File: config.mk
export PLATFORM = sky130hd
export DESIGN_NAME = password_door_lock_controller_unit
export DESIGN_NICKNAME = d
export VERILOG_FILES = /design/src/rtl/core/pdlc_pkg.sv /design/src/rtl/core/pdlc_fsm.sv /design/src/rtl/core/password_door_lock_controller_unit.sv
export VERILOG_INCLUDE_DIRS = /design/src /design/src/rtl/core
export SDC_FILE = /design/constraint.sdc
export NUM_CORES = 1
export LEC_CHECK = 0
export ABC_AREA = 0
export BUFFER_PORTS_ARGS = -buffer_cell sky130_fd_sc_hd__buf_2
export CAP_MARGIN = 20
export CORE_MARGIN = 2
export CORE_UTILIZATION = 31
export CTS_CLUSTER_SIZE = 12
export DETAILED_ROUTE_END_ITERATION = 10
export PLACE_DENSITY = 0.56
export SYNTH_ARGS = -nofsm -noshare
export SYNTH_HDL_FRONTEND = slang
export SYNTH_SLANG_ARGS = --single-unit
File: constraint.sdc
create_clock -name clk -period 8.6 [get_ports clk]
set_clock_uncertainty 0.2 [all_clocks]
set_input_delay 0.43 -clock clk [delete_from_list [all_inputs] [get_ports clk]]
set_output_delay 0.43 -clock clk [all_outputs]
set_load 0.03 [all_outputs]
File: src/rtl/core/password_door_lock_controller_unit_defines.svh
// Assertion macros shared by the door lock controller RTL.
// No dependencies; included by files that carry concurrent assertions.
// Define ASSERT_OFF to compile the assertions out.
`ifndef PASSWORD_DOOR_LOCK_CONTROLLER_UNIT_DEFINES_SVH
`define PASSWORD_DOOR_LOCK_CONTROLLER_UNIT_DEFINES_SVH

`ifndef ASSERT_OFF
// Property checked on every rising clk edge, off while in reset
`define PDLC_ASSERT(lbl, prop, msg) \
    lbl: assert property (@(posedge clk) disable iff (!rst_n) (prop)) else $error(msg);
// Overlapping implication, off while in reset
`define PDLC_ASSERT_IMPL(lbl, ante, cons, msg) \
    lbl: assert property (@(posedge clk) disable iff (!rst_n) (ante) |-> (cons)) \
        else $error(msg);
`else
`define PDLC_ASSERT(lbl, prop, msg)
`define PDLC_ASSERT_IMPL(lbl, ante, cons, msg)
`endif

`endif

File: src/rtl/core/pdlc_pkg.sv
// Package for the door lock controller: phase codes, register indexes,
// reset values, sizes and the structs passed between modules. No dependencies.
package pdlc_pkg;

    // Longest code kept; longer entries drop the extra bytes
    localparam int MAX_LEN   = 16;
    localparam int LEN_W     = $clog2(MAX_LEN + 1);
    localparam int IDX_W     = $clog2(MAX_LEN);
    localparam int CFG_IDX_W = 3;

    // Configuration register indexes
    localparam logic [CFG_IDX_W-1:0] REG_CHANGE_OPT = 3'd0;
    localparam logic [CFG_IDX_W-1:0] REG_OPEN_OPT   = 3'd1;
    localparam logic [CFG_IDX_W-1:0] REG_END_MARKER = 3'd2;
    localparam logic [CFG_IDX_W-1:0] REG_MAX_ATT    = 3'd3;
    localparam logic [CFG_IDX_W-1:0] REG_MOVE_TICKS = 3'd4;
    localparam logic [CFG_IDX_W-1:0] REG_HOLD_TICKS = 3'd5;
    localparam logic [CFG_IDX_W-1:0] REG_ALARM_TICKS = 3'd6;

    // Register reset values
    localparam logic [7:0] RST_CHANGE_OPT  = 8'd1;
    localparam logic [7:0] RST_OPEN_OPT    = 8'd2;
    localparam logic [7:0] RST_END_MARKER  = 8'd35;
    localparam logic [2:0] RST_MAX_ATT     = 3'd3;
    localparam logic [7:0] RST_MOVE_TICKS  = 8'd15;
    localparam logic [7:0] RST_HOLD_TICKS  = 8'd3;
    localparam logic [7:0] RST_ALARM_TICKS = 8'd60;

    // Saturation point of the attempt counter
    localparam logic [2:0] ATT_SAT = 3'd7;

    // Motor commands
    localparam logic [1:0] MOTOR_STOP  = 2'd0;
    localparam logic [1:0] MOTOR_OPEN  = 2'd1;
    localparam logic [1:0] MOTOR_CLOSE = 2'd2;

    typedef enum logic [3:0] {
        PH_ENROLL_A     = 4'd0,
        PH_ENROLL_B     = 4'd1,
        PH_OPTION       = 4'd2,
        PH_CHECK_CHANGE = 4'd3,
        PH_CHECK_OPEN   = 4'd4,
        PH_DOOR_OPEN    = 4'd5,
        PH_DOOR_HOLD    = 4'd6,
        PH_DOOR_CLOSE   = 4'd7,
        PH_ALARM        = 4'd8
    } phase_t;

    // Configuration register file contents
    typedef struct packed {
        logic [7:0] change_option_code;
        logic [7:0] open_option_code;
        logic [7:0] end_marker;
        logic [2:0] max_attempts;
        logic [7:0] move_ticks;
        logic [7:0] hold_ticks;
        logic [7:0] alarm_ticks;
    } cfg_t;

    // One result item
    typedef struct packed {
        logic       busy_res;
        logic       buzzer_on;
        logic [1:0] motor_drive;
        logic       reply_match;
        logic       reply_valid;
    } result_t;

endpackage

File: src/rtl/core/pdlc_fsm.sv
// Door lock state machine: phase, stored code, entry compare and tick timer.
// Depends on pdlc_pkg. Updates its state once per step_en; result is combinational.
module pdlc_fsm
    import pdlc_pkg::*;
(
    input  logic       clk,
    input  logic       rst_n,
    input  logic       step_en,
    input  logic       command,
    input  logic [7:0] rx_byte,
    input  cfg_t       cfg,
    output result_t    result
);

    localparam logic [LEN_W-1:0] MAX_LEN_L = LEN_W'(MAX_LEN);

    phase_t           phase_reg, phase_next;
    logic [LEN_W-1:0] saved_len_reg, saved_len_next;
    logic [LEN_W-1:0] entry_len_reg, entry_len_next;
    logic             match_reg, match_next;
    logic [2:0]       att_reg, att_next;
    logic [7:0]       tick_reg, tick_next;

    // Stored code, one byte per entry; the byte for the next compare is read ahead
    logic [7:0]       saved_code_mem [MAX_LEN];
    logic             code_we;
    logic [IDX_W-1:0] code_waddr;
    logic [7:0]       code_rd_reg;

    logic             is_end;
    logic             cmp_room;
    logic             cmp_bad;
    logic             entry_ok;
    logic [7:0]       tick_inc;
    logic [7:0]       tick_limit;
    logic             timed_out;
    logic [2:0]       att_inc;
    logic             reply_valid;
    logic             reply_match;

    // Entry compare helpers
    assign is_end   = (rx_byte == cfg.end_marker);
    assign cmp_room = (entry_len_reg < MAX_LEN_L);
    assign cmp_bad  = (entry_len_reg >= saved_len_reg) || (code_rd_reg != rx_byte);
    assign entry_ok = match_reg && (entry_len_reg == saved_len_reg);
    assign tick_inc = tick_reg + 8'd1;
    assign att_inc  = (att_reg < ATT_SAT) ? att_reg + 3'd1 : att_reg;

    // Limit of the current timed phase
    always_comb
    begin
        case (phase_reg)
            PH_DOOR_OPEN:  tick_limit = cfg.move_ticks;
            PH_DOOR_HOLD:  tick_limit = cfg.hold_ticks;
            PH_DOOR_CLOSE: tick_limit = cfg.move_ticks;
            PH_ALARM:      tick_limit = cfg.alarm_ticks;
            default:       tick_limit = cfg.alarm_ticks;
        endcase
    end
    assign timed_out = (tick_inc >= tick_limit);

    // Next state and reply for one item
    always_comb
    begin
        phase_next     = phase_reg;
        saved_len_next = saved_len_reg;
        entry_len_next = entry_len_reg;
        match_next     = match_reg;
        att_next       = att_reg;
        tick_next      = tick_reg;
        code_we        = 1'b0;
        code_waddr     = saved_len_reg[IDX_W-1:0];
        reply_valid    = 1'b0;
        reply_match    = 1'b0;

        if (command)
        begin
            // One-second tick: only timed phases count
            case (phase_reg)
                PH_DOOR_OPEN, PH_DOOR_HOLD, PH_DOOR_CLOSE, PH_ALARM:
                begin
                    if (timed_out)
                    begin
                        tick_next = 8'd0;
                        case (phase_reg)
                            PH_DOOR_OPEN: phase_next = PH_DOOR_HOLD;
                            PH_DOOR_HOLD: phase_next = PH_DOOR_CLOSE;
                            default:      phase_next = PH_OPTION;
                        endcase
                    end
                    else
                    begin
                        tick_next = tick_inc;
                    end
                end
                default:
                begin
                end
            endcase
        end
        else
        begin
            // Link byte
            case (phase_reg)
                PH_ENROLL_A:
                begin
                    if (is_end)
                    begin
                        phase_next     = PH_ENROLL_B;
                        entry_len_next = '0;
                        match_next     = 1'b1;
                    end
                    else if (saved_len_reg < MAX_LEN_L)
                    begin
                        code_we        = 1'b1;
                        saved_len_next = saved_len_reg + LEN_W'(1);
                    end
                end
                PH_ENROLL_B, PH_CHECK_CHANGE, PH_CHECK_OPEN:
                begin
                    if (!is_end)
                    begin
                        if (cmp_room)
                        begin
                            if (cmp_bad) match_next = 1'b0;
                            entry_len_next = entry_len_reg + LEN_W'(1);
                        end
                    end
                    else
                    begin
                        reply_valid    = 1'b1;
                        reply_match    = entry_ok;
                        entry_len_next = '0;
                        match_next     = 1'b1;
                        if (phase_reg == PH_ENROLL_B)
                        begin
                            if (entry_ok)
                            begin
                                phase_next = PH_OPTION;
                            end
                            else
                            begin
                                phase_next     = PH_ENROLL_A;
                                saved_len_next = '0;
                            end
                        end
                        else if (entry_ok)
                        begin
                            if (phase_reg == PH_CHECK_CHANGE)
                            begin
                                phase_next     = PH_ENROLL_A;
                                saved_len_next = '0;
                            end
                            else
                            begin
                                phase_next = PH_DOOR_OPEN;
                                tick_next  = 8'd0;
                            end
                        end
                        else
                        begin
                            att_next = att_inc;
                            if (att_inc >= cfg.max_attempts)
                            begin
                                phase_next = PH_ALARM;
                                tick_next  = 8'd0;
                            end
                        end
                    end
                end
                PH_OPTION:
                begin
                    att_next       = 3'd0;
                    entry_len_next = '0;
                    match_next     = 1'b1;
                    // Change wins when both option codes are equal
                    if (rx_byte == cfg.change_option_code)
                    begin
                        phase_next = PH_CHECK_CHANGE;
                    end
                    else if (rx_byte == cfg.open_option_code)
                    begin
                        phase_next = PH_CHECK_OPEN;
                    end
                    else
                    begin
                        phase_next = PH_ALARM;
                        tick_next  = 8'd0;
                    end
                end
                default:
                begin
                end
            endcase
        end
    end

    // Result item: reply for this item, status follows the phase after it
    always_comb
    begin
        result.reply_valid = reply_valid;
        result.reply_match = reply_match;
        case (phase_next)
            PH_DOOR_OPEN:  result.motor_drive = MOTOR_OPEN;
            PH_DOOR_CLOSE: result.motor_drive = MOTOR_CLOSE;
            default:       result.motor_drive = MOTOR_STOP;
        endcase
        result.buzzer_on = (phase_next == PH_ALARM);
        result.busy_res  = (phase_next == PH_DOOR_OPEN) || (phase_next == PH_DOOR_HOLD) ||
                           (phase_next == PH_DOOR_CLOSE) || (phase_next == PH_ALARM);
    end

    // State registers
    always_ff @(posedge clk or negedge rst_n)
    begin
        if (!rst_n)
        begin
            phase_reg     <= PH_ENROLL_A;
            saved_len_reg <= '0;
            entry_len_reg <= '0;
            match_reg     <= 1'b1;
            att_reg       <= 3'd0;
            tick_reg      <= 8'd0;
        end
        else if (step_en)
        begin
            phase_reg     <= phase_next;
            saved_len_reg <= saved_len_next;
            entry_len_reg <= entry_len_next;
            match_reg     <= match_next;
            att_reg       <= att_next;
            tick_reg      <= tick_next;
        end
    end

    // Stored code write port and read-ahead of the byte at the next entry index.
    // Enrollment writes only while the entry index is zero, and its closing end
    // marker step reloads entry zero, so the read-ahead never holds a stale byte.
    always_ff @(posedge clk)
    begin
        if (step_en)
        begin
            if (code_we)
            begin
                saved_code_mem[code_waddr] <= rx_byte;
            end
            code_rd_reg <= saved_code_mem[entry_len_next[IDX_W-1:0]];
        end
    end

endmodule

File: src/rtl/core/password_door_lock_controller_unit.sv
// An accepted item is held in the input register, its result in the result register.
// Throughput: one item per cycle unless the result slot stalls; the input and result
// registers form a two-stage pipeline, and the state machine steps once per item.
// Reset (rst_n low, asynchronous): configuration takes its default values,
// the lock waits for the first enrollment code, both channels empty.
// Depends on pdlc_pkg, pdlc_fsm and the assertion macro header.
`include "password_door_lock_controller_unit_defines.svh"

module password_door_lock_controller_unit
    import pdlc_pkg::*;
(
    input  logic                 clk,
    input  logic                 rst_n,
    // Input items
    input  logic                 s_tvalid,
    output logic                 s_tready,
    input  logic [7:0]           s_tdata,   // [7:0] rx_byte
    input  logic                 s_tuser,   // [0] command
    // Result items
    output logic                 m_tvalid,
    input  logic                 m_tready,
    output logic [7:0]           m_tdata,   // [0] reply_valid, [1] reply_match,
                                            // [3:2] motor_drive, [4] buzzer_on,
                                            // [5] busy_res, [7:6] zero
    // Configuration writes
    input  logic                 cfg_valid,
    output logic                 cfg_ready,
    input  logic [CFG_IDX_W-1:0] cfg_index,
    input  logic [7:0]           cfg_data
);

    cfg_t       cfg_reg;
    logic       in_valid_reg;
    logic       in_cmd_reg;
    logic [7:0] in_byte_reg;
    logic       out_valid_reg;
    result_t    out_reg;
    result_t    step_result;
    logic       advance;

    // Pipeline control: step when an item waits and the result slot frees up
    assign advance  = in_valid_reg && (!out_valid_reg || m_tready);
    assign s_tready = !in_valid_reg || advance;
    assign cfg_ready = 1'b1;

    // Configuration registers
    always_ff @(posedge clk or negedge rst_n)
    begin
        if (!rst_n)
        begin
            cfg_reg.change_option_code <= RST_CHANGE_OPT;
            cfg_reg.open_option_code   <= RST_OPEN_OPT;
            cfg_reg.end_marker         <= RST_END_MARKER;
            cfg_reg.max_attempts       <= RST_MAX_ATT;
            cfg_reg.move_ticks         <= RST_MOVE_TICKS;
            cfg_reg.hold_ticks         <= RST_HOLD_TICKS;
            cfg_reg.alarm_ticks        <= RST_ALARM_TICKS;
        end
        else if (cfg_valid && cfg_ready)
        begin
            case (cfg_index)
                REG_CHANGE_OPT:  cfg_reg.change_option_code <= cfg_data;
                REG_OPEN_OPT:    cfg_reg.open_option_code   <= cfg_data;
                REG_END_MARKER:  cfg_reg.end_marker         <= cfg_data;
                REG_MAX_ATT:     cfg_reg.max_attempts       <= cfg_data[2:0];
                REG_MOVE_TICKS:  cfg_reg.move_ticks         <= cfg_data;
                REG_HOLD_TICKS:  cfg_reg.hold_ticks         <= cfg_data;
                REG_ALARM_TICKS: cfg_reg.alarm_ticks        <= cfg_data;
                default:
                begin
                end
            endcase
        end
    end

    // Input register
    always_ff @(posedge clk or negedge rst_n)
    begin
        if (!rst_n)
        begin
            in_valid_reg <= 1'b0;
        end
        else if (s_tready)
        begin
            in_valid_reg <= s_tvalid;
        end
    end

    always_ff @(posedge clk)
    begin
        if (s_tvalid && s_tready)
        begin
            in_cmd_reg  <= s_tuser;
            in_byte_reg <= s_tdata;
        end
    end

    // Lock state machine
    pdlc_fsm u_fsm (
        .clk     (clk),
        .rst_n   (rst_n),
        .step_en (advance),
        .command (in_cmd_reg),
        .rx_byte (in_byte_reg),
        .cfg     (cfg_reg),
        .result  (step_result)
    );

    // Result register
    always_ff @(posedge clk or negedge rst_n)
    begin
        if (!rst_n)
        begin
            out_valid_reg <= 1'b0;
        end
        else if (advance)
        begin
            out_valid_reg <= 1'b1;
        end
        else if (m_tready)
        begin
            out_valid_reg <= 1'b0;
        end
    end

    always_ff @(posedge clk)
    begin
        if (advance)
        begin
            out_reg <= step_result;
        end
    end

    assign m_tvalid = out_valid_reg;
    assign m_tdata  = {2'b00, out_reg.busy_res, out_reg.buzzer_on, out_reg.motor_drive,
                       out_reg.reply_match, out_reg.reply_valid};

    // Checks on the pipeline and result encoding
    `PDLC_ASSERT_IMPL(a_match_needs_reply, out_valid_reg && out_reg.reply_match,
        out_reg.reply_valid, "match reply without reply valid")
    `PDLC_ASSERT_IMPL(a_buzzer_is_busy, out_valid_reg && out_reg.buzzer_on,
        out_reg.busy_res && (out_reg.motor_drive == MOTOR_STOP), "buzzer outside alarm")
    `PDLC_ASSERT_IMPL(a_motor_is_busy, out_valid_reg && (out_reg.motor_drive != MOTOR_STOP),
        out_reg.busy_res && (out_reg.motor_drive != 2'd3), "motor runs while not busy")
    `PDLC_ASSERT_IMPL(a_ready_when_empty, !out_valid_reg, s_tready,
        "input stalled with empty result slot")
    `PDLC_ASSERT_IMPL(a_step_fills_slot, advance, ##1 out_valid_reg,
        "stepped item lost its result")

endmodule

### After elaboration in Yosys (flattened, before gate mapping)

Memory sizes are Yosys's and may differ from the RTL's. A register that Yosys moved wholly into a read port is not among the register bits.
Index checks and enable logic that the tools add are counted.

* $add $sub $neg: 4
* order comparisons: 6
* equality and inequality tests: 41
* mux-type cells: 60
* bitwise gates (word level): 3
* reductions and logical operators: 35

Operator list (count)
* $mux W8: 10
* $mux W5: 10
* $mux W4: 11
* $pmux W8 S2: 2
* $eq A4 B3 Y1 const B: 7
* $eq A8 B8 Y1: 3
* $reduce_and A9 Y1: 2
* $mux W3: 5
* $pmux W5 S3: 1
* $mux W1: 14
* $reduce_and A2 Y1: 7
* $ne A3 B1 Y1 const B: 4
* $ne A3 B3 Y1 const B: 4
* $pmux W3 S2: 2
* $pmux W4 S3: 1
* $reduce_and A6 Y1: 2
* $add A5 B1 Y5 const B: 2
* $lt A5 B5 Y1 const B: 2
* $pmux W5 S2: 1
* $eq A3 B3 Y1 const B: 3
* $add A8 B1 Y8 const B: 1
* $eq A4 B2 Y1 const B: 2
* $eq A4 B4 Y1 const B: 2
* $ge A8 B8 Y1: 1
* 29 further kinds: 50

* flip-flop bits (word level): 94
* RAM bits: 128
* input bits: 25
* output and inout bits: 11
* logic and storage cells: 173
* memories kept: 1

Memories
* u_fsm.saved_code_mem: depth 16, width 8, read ports 1, clocked after memory_dff 1, wr ports 1, line pdlc_fsm.sv:25 `logic [7:0] saved_code_mem [MAX_LEN];`

### Longest topological paths before layout

Gate-level depths: netlist of run 1.

* depth in word-level cells: 13
* mapped depth: 16
* depth with buffers taken out: 13

### By module

A second synthesis of run 1 with hierarchy kept.

* cell total of the unflattened synthesis: 816
* area total of the unflattened synthesis: 10974.3 um^2

By module, submodules not included
* pdlc_fsm: times used 1, cells each 675, area an instance 8413.1 um^2, seq. area each 4735.8 um^2
* password_door_lock_controller_unit: times used 1, cells each 141, area an instance 2561.2 um^2, seq. area each 1798.0 um^2

### Worst setup path before layout of run 1

No wires, ideal clock.

* path type: flip-flop to flip-flop
* start: register u_fsm.phase_reg[1]
* end: register out_reg, in the netlist m_tdata[5] (data pin)
* arrival: 3.417 ns
* data required time: 8.267 ns
* slack: 4.850 ns
* stages on the path, launching flop included: 16
* path buffers: 3
* cells stage by stage: dfrtp_1 > clkbuf_1 > clkbuf_1 > clkbuf_1 > nand3_1 > a21oi_1 > a221oi_1 > ha_1 > nand2_1 > o21ai_0 > a31oi_1 > o21ai_1 > or4b_2 > a32o_1 > nor4_1 > nand2b_1

RTL lines
* start, declared: line pdlc_fsm.sv:17 `phase_t phase_reg, phase_next;`
* start signal, assigned: line pdlc_fsm.sv:227 `phase_reg <= phase_next;`
* end signal, assigned: line password_door_lock_controller_unit.sv:130 `out_reg <= step_result;`
* end, declared: line password_door_lock_controller_unit.sv:37 `result_t out_reg;`

==> run metrics, run 1 <==
outcome=completed; ys flop type=edfxtp_1; Top delay family on crit path=simple AND/OR/NAND/NOR gates; min Tclk post-route=approximately 4.6 ns; met1 Use GR=19.59%; # diodes=0; DRT Wirelength=24.91 mm; Max VDD drop=0.0001798 V; LEAKAGE=between 4 and 5 nW; Post-route DRC=0; P&R area growth vs syn=15.51%; Tcrit/Tclk final=between 50% and 60%; DR iter-0 viols=443; die height=approximately 190 microns; setup tns final=0 ns; initial core utilization=31.49%; HPWL after DPL=16.49 mm; number of max-cap violations=0; Longest Clk Path Bufs=3; crit-path max cell delay=0.64 ns; Clock transition at path regs=0.06 ns; async set-reset flop share out of synthesis=34.35%; Routed Antenna Nets=0; grt peak-use layer=met2; Post-Syn Area per Cell=13.28 sq um; GRT Util Overall=between 10 and 15%; Placer Congestion=0.8325; final hold viol count=0; CTS tree=done; crit-path max FO=16; CTS H-tree lvls=1; RSZ-0062 raised after global routing=no; Worst EP required=8.79 ns; max reg flops=128; YS warnings=0; total die area=35640 sq um; grt total ovfl=0; routed via count=6716; share of layout cells above drive strength 1=18.40%; FF+latch count, synth=230; Synth cell types=between 60 and 70; vias per inst=5.076; synth top area cells=edfxtp_1, dfrtp_1, mux2i_1; vias in the first global route=6558; Rows=between 60 and 70; Tot Pwr=0.003310 W; iteration count of the initial detailed-routing pass=5; Startpoint Class=register; total CTS buffers=25; Setup Fix Bufs, Post-CTS=0; combined buffer and inverter count along the critical path=0; # IOs=36; CTS root buffer=clkbuf_16; clk sinks=230; WP data arrival=4.77 ns; cts repair resizes=0; sequential area share after synthesis=61.73%; Slew Viols, Final=0; slowest CP cell=dfrtp_1; pin count of the biggest net entering global routing=80; Core Area=33620 sq um; worst skew pair latency=0.53 ns; CP Class=register to register; grt met2 use=23.13%; share of the synthesized area in the top cell type=42.84%; Layout Nets=909; Fmax=roughly 0.22 GHz; Final setup violation count=0; leading area contributor after synthesis=edfxtp_1; first-pass GRT wire length=38.94 mm; Critical Path Sink Type=register; Pwr Density=approximately 270 nW/um^2; CTS Hold Bufs=13; synthesized cell area=10590 sq um; count of flip-flops with a built-in enable after synthesis=151; die width=approximately 190 microns; initial antenna violation count=0; crit-path cells=nand2b_1 -> nor2_1 -> a221oi_1 -> ha_1 -> nand2_1 -> o21ai_0 -> a31oi_1 -> o21ai_1 -> or4b_2 -> a32o_1 -> nor4_1 -> nand2b_1; Synth Instances=797; Slew HR=41.72%; most used cell, CP=nand2b_1; M3 GR Usage=1.416%; DR WL/cell=18.82 microns; worst hold path class=input port to register; port bufs=32; Slew @ Worst Pin=0.8742 ns
==> report_power, final <==
group          internal, W  leakage [nW]  switching, W
combinational     0.000364          1.80      0.000486
sequential         0.00134          2.33      0.000105
clock             0.000596         0.372      0.000424
==> cells in the final DEF, fill, tap and decap left out, types with 25 or more instances in the layout <==
master and n:
o22ai_1 33, mux2_2 51, nor2_1 38, dfrtp_1 61, clkbuf_16 26, buf_2 32, mux2i_1 65, edfxtp_1 151
nand2_1 55, o21ai_0 25
==> cell families after synthesis <==
logic type               count (synthesis)  share of synthesized area (%)
XOR/XNOR                                38                          3.144
other                                    2                        0.07095
AND/OR/NAND/NOR                        205                          9.965
multiplexers                           116                          11.57
buffers and inverters                   44                          2.116
adder cells (fa/ha/maj)                 23                          2.719
AO/OA/AOI/OAI                          139                          8.688
flip-flops                             230                          61.73
==> cell type report <==
type / instances / area, sq um
clock buffers: 34 / 700.7
clock inverters: 7 / 65.06
fillers: 3218 / 21390
inverters: 15 / 56.30
multi-input cells: 524 / 3850
flip-flops and latches: 230 / 6534
well taps: 448 / 560.5
repair buffers: 65 / 460.4
==> path summary, 6_finish.rpt <==
path	start	endpoint	slack (ns)	cells after the start
max reg2reg	u_fsm.phase_reg[2]$_DFFE_PN0P_	m_tdata[5]$_DFFE_PP_	4.01	12
max in group asynchronous	rst_n	u_fsm.match_reg$_DFFE_PN1P_	7.42	3
min reg2reg	u_fsm.tick_reg[6]$_DFFE_PN0P_	u_fsm.tick_reg[6]$_DFFE_PN0P_	0.28	2
min in group asynchronous	rst_n	u_fsm.tick_reg[4]$_DFFE_PN0P_	0.13	2
min	cfg_data[4]	cfg_reg[47]$_DFFE_PN0P_	0.05	2
max	u_fsm.phase_reg[2]$_DFFE_PN0P_	m_tdata[5]$_DFFE_PP_	4.01	12
==> per-stage QoR <==
step	setup slack (ns)	cell area (sq um)	util, %	hold slack, ns	instances
after global placement	4.135	11290	33.59	0.2553	1266
after floorplan	4.850	10590	-	-0.06559	798
after detailed placement	4.061	11300	33.62	0.2621	1268
after CTS	4.050	12200	36.29	0.03727	1322
final	4.013	12230	36.37	0.05165	1323
after global routing	3.646	12230	36.37	0.05054	1323
==> synthesized netlist by cell type, drive strengths merged, types with 3 or more instances <==
cell and count:
dfstp 18, a21oi 23, a41o 3, mux2 51
inv 15, a21boi 3, or4 8, nand4 8
o211ai 5, xor2 14, nand2b 19, buf 11
dfrtp 61, xnor2 24, a21o 4, o22ai 33
mux2i 65, nor3 16, nand3 27, nor2b 9
edfxtp 151, a221oi 8, and2 6, nor2 38
o31ai 5, nand4b 3, nor3b 3, o21ai 28
nand2 55, a22oi 3, ha 23, clkbuf 18
==> worst reg2reg max path: cells and delay by family (launching register included) <==
family | cells | cell delay (ns)
DFF | 1 | 0.64
AOI/OAI and AO/OA | 5 | 1.14
adders and majority gates | 1 | 0.34
and+or+nand+nor | 6 | 2.13
==> per-layer routing <==
| metal | routed length, microns | vias to the layer above |
|---|---|---|
| li1 | - | 3144 |
| met1 | 11480 | 3360 |
| met2 | 11910 | 177 |
| met3 | 1042 | 35 |
| met4 | 475 | 0 |
| met5 | 0 | - |
Note: power is estimated with default switching activity, not from simulation.
==> inputs of run 2 (changes only) <==
- clock period: 8.6 -> 4.8 ns (I/O delays scaled with it)
==> run metrics, run 2 (synthesized netlist as in run 1, its figures left out) <==
Switching Share=31.27%; Layout fillers=3216; DR iter-0 viols=between 400 and 500; CTS root buffer=clkbuf_16; commonest non-fill, non-tap cells in the layout=edfxtp_1, mux2i_1, dfrtp_1; Pwr Density=478.1 nW/um^2; Rows=67; P&R area growth vs syn=16.24%; LEAKAGE=4.531 nW; DRT Wirelength=~25 mm; commonest non-fill, non-tap cell in the layout=edfxtp_1; max reg flops=128; GRT Util Overall=between 10% and 20%; Slew HR=28.24%; Routed Antenna Nets=0; Core Area=33620 sq um; HPWL after DPL=16.54 mm; share of layout cells above drive strength 1=18.18%; Slew Viols, Final=0; Fmax=between 0.2 and 0.25 GHz; Post-route DRC=0; CP Class=register to register; Clock transition at path regs=0.07 ns; initial core utilization=a little under a third; Internal=0.004044 W; final hold viol count=0; first-pass GRT wire length=38.95 mm; clock network fraction of total power=29.1%; RSZ-0062 raised after global routing=no; port bufs=32; initial antenna violation count=0; combinational power share=about 27%; crit-path max FO=16; Placer Congestion=slightly above 0.8; CTS tree=done; DR WL/cell=18.37 microns; WHS=0.01450 ns; Longest Clk Path Bufs=3; total die area=35640 sq um; setup tns final=0 ns; clk sinks=230; Final setup violation count=0; die height=188.8 microns; # IOs=36; Worst EP required=4.99 ns; iteration count of the initial detailed-routing pass=4; worst skew pair latency=around 0.53 ns; vias in the first global route=6729; Critical Path Sink Type=register; # diodes=0; routed via count=approximately 6.7k; cts repair resizes=0; pin count of the biggest net entering global routing=59; Startpoint Class=register; total CTS buffers=24; die width=188.8 microns; outcome=completed; switching pwr=0.001839 W; Tcrit/Tclk final=between 90% and 100%; grt total ovfl=0; min Tclk post-route=4.378 ns; Seq pwr share=between 40% and 50%; Max VDD drop=around 0.00028 V; vias per inst=5.016; number of max-cap violations=0; WP data arrival=4.57 ns; CTS H-tree lvls=1; Slew @ Worst Pin=1.068 ns; worst hold path class=input port to register; Layout Nets=921
-- run 2: cell count changes in the layout (fill, tap and decap cells not counted), moves of 2 or more --
cell,delta
buf_12,+2
buf_4,+3
clkbuf_1,+7
clkbuf_16,-2
clkinv_1,-2
clkinv_2,+3
dlygate4sd3_1,+10
-- run 2: metal layers --
| metal | global-route usage [%] | part of all wire [%] |
|---|---|---|
| met2 | 23.09 | 48 |
| met1 | 19.20 | 46 |
| met3 | 1.620 | 4.0 |
| met4 | 3.756 | 1.9 |
| met5 | 0 | 0 |
-- run 2: critical path, stage by stage, from the launching register on --
cell,delay (ns)
dfrtp_1,0.62
nand2b_1,0.36
nor2_1,0.55
a221oi_1,0.18
ha_1,0.34
nand2_1,0.05
o21ai_0,0.15
a31oi_1,0.12
o21ai_1,0.30
or4b_2,0.62
a32o_1,0.32
nor4_1,0.28
nand2b_1,0.15
-- run 2: through the flow --
stage	cell area (sq um)	std cells	total power [W]	worst slack, ns	util, %
final	12300	1339	0.005883	0.4219	36.60
after global routing	12300	1339	0.006188	0.008193	36.60
after CTS	12300	1339	0.005944	0.4454	36.60
after detailed placement	11360	1272	0.004200	0.4697	33.80
after global placement	11360	1272	0.004179	0.7048	33.80
after floorplan	10590	798	0.003746	1.050	-
-- run 2: final cells by class --
type	instances	area [sq um]	share of cell area (%)
Sequential cell	230	6534	53.10
Multi-Input combinational cell	524	3850	31.29
Tap cell	448	560.5	4.556
Clock buffer	39	676.9	5.501
Inverter	15	56.30	0.4576
Clock inverter	5	36.28	0.2949
Timing Repair Buffer	78	590.6	4.800
-- run 2: path summary, 6_finish.rpt --
path                                           startpoint                                  to  slack, ns  cells after the start
max in group asynchronous                           rst_n  u_fsm.entry_len_reg[2]$_DFFE_PN0P_       3.07                      3
setup reg to reg           u_fsm.phase_reg[2]$_DFFE_PN0P_                m_tdata[5]$_DFFE_PP_       0.42                     12
setup / recovery           u_fsm.phase_reg[2]$_DFFE_PN0P_                m_tdata[5]$_DFFE_PP_       0.42                     12
min in group asynchronous                           rst_n             cfg_reg[25]$_DFFE_PN1P_       0.04                      2
hold / removal                               cfg_index[2]             cfg_reg[24]$_DFFE_PN1P_       0.01                      3
hold reg to reg             u_fsm.tick_reg[6]$_DFFE_PN0P_       u_fsm.tick_reg[6]$_DFFE_PN0P_       0.28                      2
-- run 2: power by group through the flow --
| stage | logic (W) | registers [W] | clock network [W] |
|---|---|---|---|
| after floorplan | 0.00119 | 0.00256 | 0 |
| after global placement | 0.00157 | 0.00261 | 0 |
| after detailed placement | 0.00159 | 0.00261 | 0 |
| after CTS | 0.00161 | 0.00258 | 0.00176 |
| after global routing | 0.00175 | 0.00261 | 0.00183 |
| final | 0.00159 | 0.00258 | 0.00171 |
-- run 2: timing repair --
item | 4_1_cts | 5_1_grt
buffers inserted | 0 | 0
hold buffers | 23 | 0
endpoints found under the hold margin | 98 | 0
==> inputs of run 3 (changes only) <==
--- a/config.mk
+++ b/config.mk
@@ -12,4 +12,5 @@
 export CORE_MARGIN = 2
 export CORE_UTILIZATION = 31
+export CTS_BUF_LIST = sky130_fd_sc_hd__clkbuf_16
 export CTS_CLUSTER_SIZE = 12
 export DETAILED_ROUTE_END_ITERATION = 10
==> constraint.sdc (replaced) <==
create_clock -name clk -period 4.8 [get_ports clk]
set_clock_uncertainty 0.2 [all_clocks]
set_input_delay 0.48 -clock clk [delete_from_list [all_inputs] [get_ports clk]]
set_output_delay 0.48 -clock clk [all_outputs]
set_load 0.03 [all_outputs]
==> run metrics, run 3 (synthesized netlist as in run 1, its figures left out) <==
Pwr Density=477.9 nW/um^2; met1 Use GR=19.10%; commonest non-fill, non-tap cell in the layout=edfxtp_1; iteration count of the initial detailed-routing pass=4; Worst R2R End=m_tdata[5]$_DFFE_PP_; total area of sequential cells=6534 sq um; most used cell, CP=nand2b_1; Multi-input gate area=between 3000 and 4000 sq um; grt total ovfl=0; final hold viol count=0; CTS Hold Bufs=11; Placer Congestion=approximately 0.83; hold_sp=m_tready; DR iter-0 viols=380; worst hold path class=input port to register; crit-path max cell delay=0.63 ns; DRT Wirelength=24.38 mm; Routed Antenna Nets=0; Slew Viols, Final=0; crit-path max FO=16; vias per inst=5.000; Longest Clk Path Bufs=3; Hold Crit Depth=3; M3 GR Usage=1.620%; Max VDD drop=0.0002795 V; total die area=35640 sq um; outcome=completed; crit-path cells=nand2b_1 -> nor2_1 -> a221oi_1 -> ha_1 -> nand2_1 -> o21ai_0 -> a31oi_1 -> o21ai_1 -> or4b_2 -> a32o_1 -> nor4_1 -> nand2b_1; number of max-cap violations=0; Layout fillers=3231; clk sinks=230; DR WL/cell=18.37 microns; setup tns final=0 ns; min Tclk post-route=between 4 and 5 ns; Final setup violation count=0; RSZ-0062 raised after global routing=no; WP data arrival=4.58 ns; cts repair resizes=0; LEAKAGE=about 4.5 nW; die width=188.8 microns; Final Non-Filler Cells=around 1.3k; commonest non-fill, non-tap cells in the layout=edfxtp_1, mux2i_1, dfrtp_1; die height=between 150 and 200 microns; Slew @ Worst Pin=about 1.1 ns; GRT Util Overall=13.72%; grt peak-use layer=met2; Layout Nets=909; share of layout cells above drive strength 1=between 10% and 20%; Tcrit/Tclk final=between 90% and 100%; Startpoint Class=register; slowest CP cell=dfrtp_1; CTS H-tree lvls=1; Hold EP=m_tvalid$_DFFE_PN0P_; # IOs=36; Post-route DRC=0; HPWL after DPL=16.54 mm; Core Area=33620 sq um; Worst EP required=about 5.0 ns; CP Class=register to register; Slew HR=27.90%; total CTS buffers=24; grt met2 use=22.61%; first-pass GRT wire length=38.52 mm; # diodes=0; worst skew pair latency=0.53 ns; vias in the first global route=between 6k and 7k; P&R area growth vs syn=14.92%; RR Startpoint=u_fsm.phase_reg[2]$_DFFE_PN0P_; initial antenna violation count=0; pin count of the biggest net entering global routing=59; Setup Fix Bufs, Post-CTS=0; routed via count=about 6.6k; port bufs=32; CTS root buffer=clkbuf_16; Rows=67; r2r setup slk=0.42 ns; initial core utilization=a little under a third; Fmax=0.2281 GHz; Clock transition at path regs=0.06 ns; Critical Path Sink Type=register; Cells after DPL=1272; Register-to-Register Path Depth=12; CTS tree=done; max reg flops=between 100 and 150
## run 3: cell count changes in the layout (fill, tap and decap cells not counted), sizes merged
cell | previous run | this run
dlygate4sd3 | 23 | 11
clkbuf | 39 | 24
inv | 15 | 28
clkinv | 5 | 7
## run 3: worst max-delay path by stage
stage,start,to
finish,u_fsm.phase_reg[2]$_DFFE_PN0P_,m_tdata[5]$_DFFE_PP_
global route,u_fsm.phase_reg[2]$_DFFE_PN0P_,m_tdata[5]$_DFFE_PP_
CTS,u_fsm.phase_reg[2]$_DFFE_PN0P_,m_tdata[5]$_DFFE_PP_
detailed placement,u_fsm.phase_reg[2]$_DFFE_PN0P_,m_tdata[5]$_DFFE_PP_
global placement,u_fsm.phase_reg[3]$_DFFE_PN0P_,m_tdata[5]$_DFFE_PP_
floorplan,u_fsm.phase_reg[1]$_DFFE_PN0P_,m_tdata[5]$_DFFE_PP_
## run 3: cell type report
| type | count | share of cell area, % |
|---|---|---|
| flip-flops and latches | 230 | 53.71 |
| repair buffers | 66 | 3.868 |
| clock buffers | 24 | 4.937 |
| clock inverters | 20 | 0.7612 |
| well taps | 448 | 4.608 |
| inverters | 15 | 0.4629 |
| multi-input cells | 524 | 31.65 |
## run 3: worst max-delay path, delay by kind of cell (launching register included)
| family | cells | cell delay (ns) |
|---|---|---|
| adders and majority gates | 1 | 0.33 |
| and+or+nand+nor | 6 | 2.01 |
| AOI/OAI and AO/OA | 5 | 1.08 |
| DFF | 1 | 0.63 |
## run 3: metrics by stage
stage / total power, W / utilization (%) / hold slack, ns / worst slack, ns / cell area (sq um)
floorplan: 0.003746 / - / -0.01559 / 1.050 / 10590
detailed placement: 0.004200 / 33.80 / 0.1907 / 0.4697 / 11360
finish: 0.005813 / 36.19 / 0.03627 / 0.4155 / 12160
global placement: 0.004179 / 33.80 / 0.1854 / 0.7048 / 11360
global route: 0.006121 / 36.19 / 0.05454 / 0.008171 / 12160
CTS: 0.005875 / 36.19 / 0.02168 / 0.4453 / 12160
## run 3: routing by layer
metal | part of all wire [%] | vias to the layer above | wire length, microns
met5 | 0 | - | 0
met4 | 2.0 | 0 | 488
met3 | 3.7 | 32 | 900
met2 | 47 | 129 | 11550
met1 | 47 | 3338 | 11430
li1 | - | 3136 | -
## run 3: power breakdown
part / switching [W] / internal [W] / total, W
clock: 0.000750 / 0.000904 / 0.00165
sequential: 0.000183 / 0.00239 / 0.00258
combinational: 0.000903 / 0.000680 / 0.00158
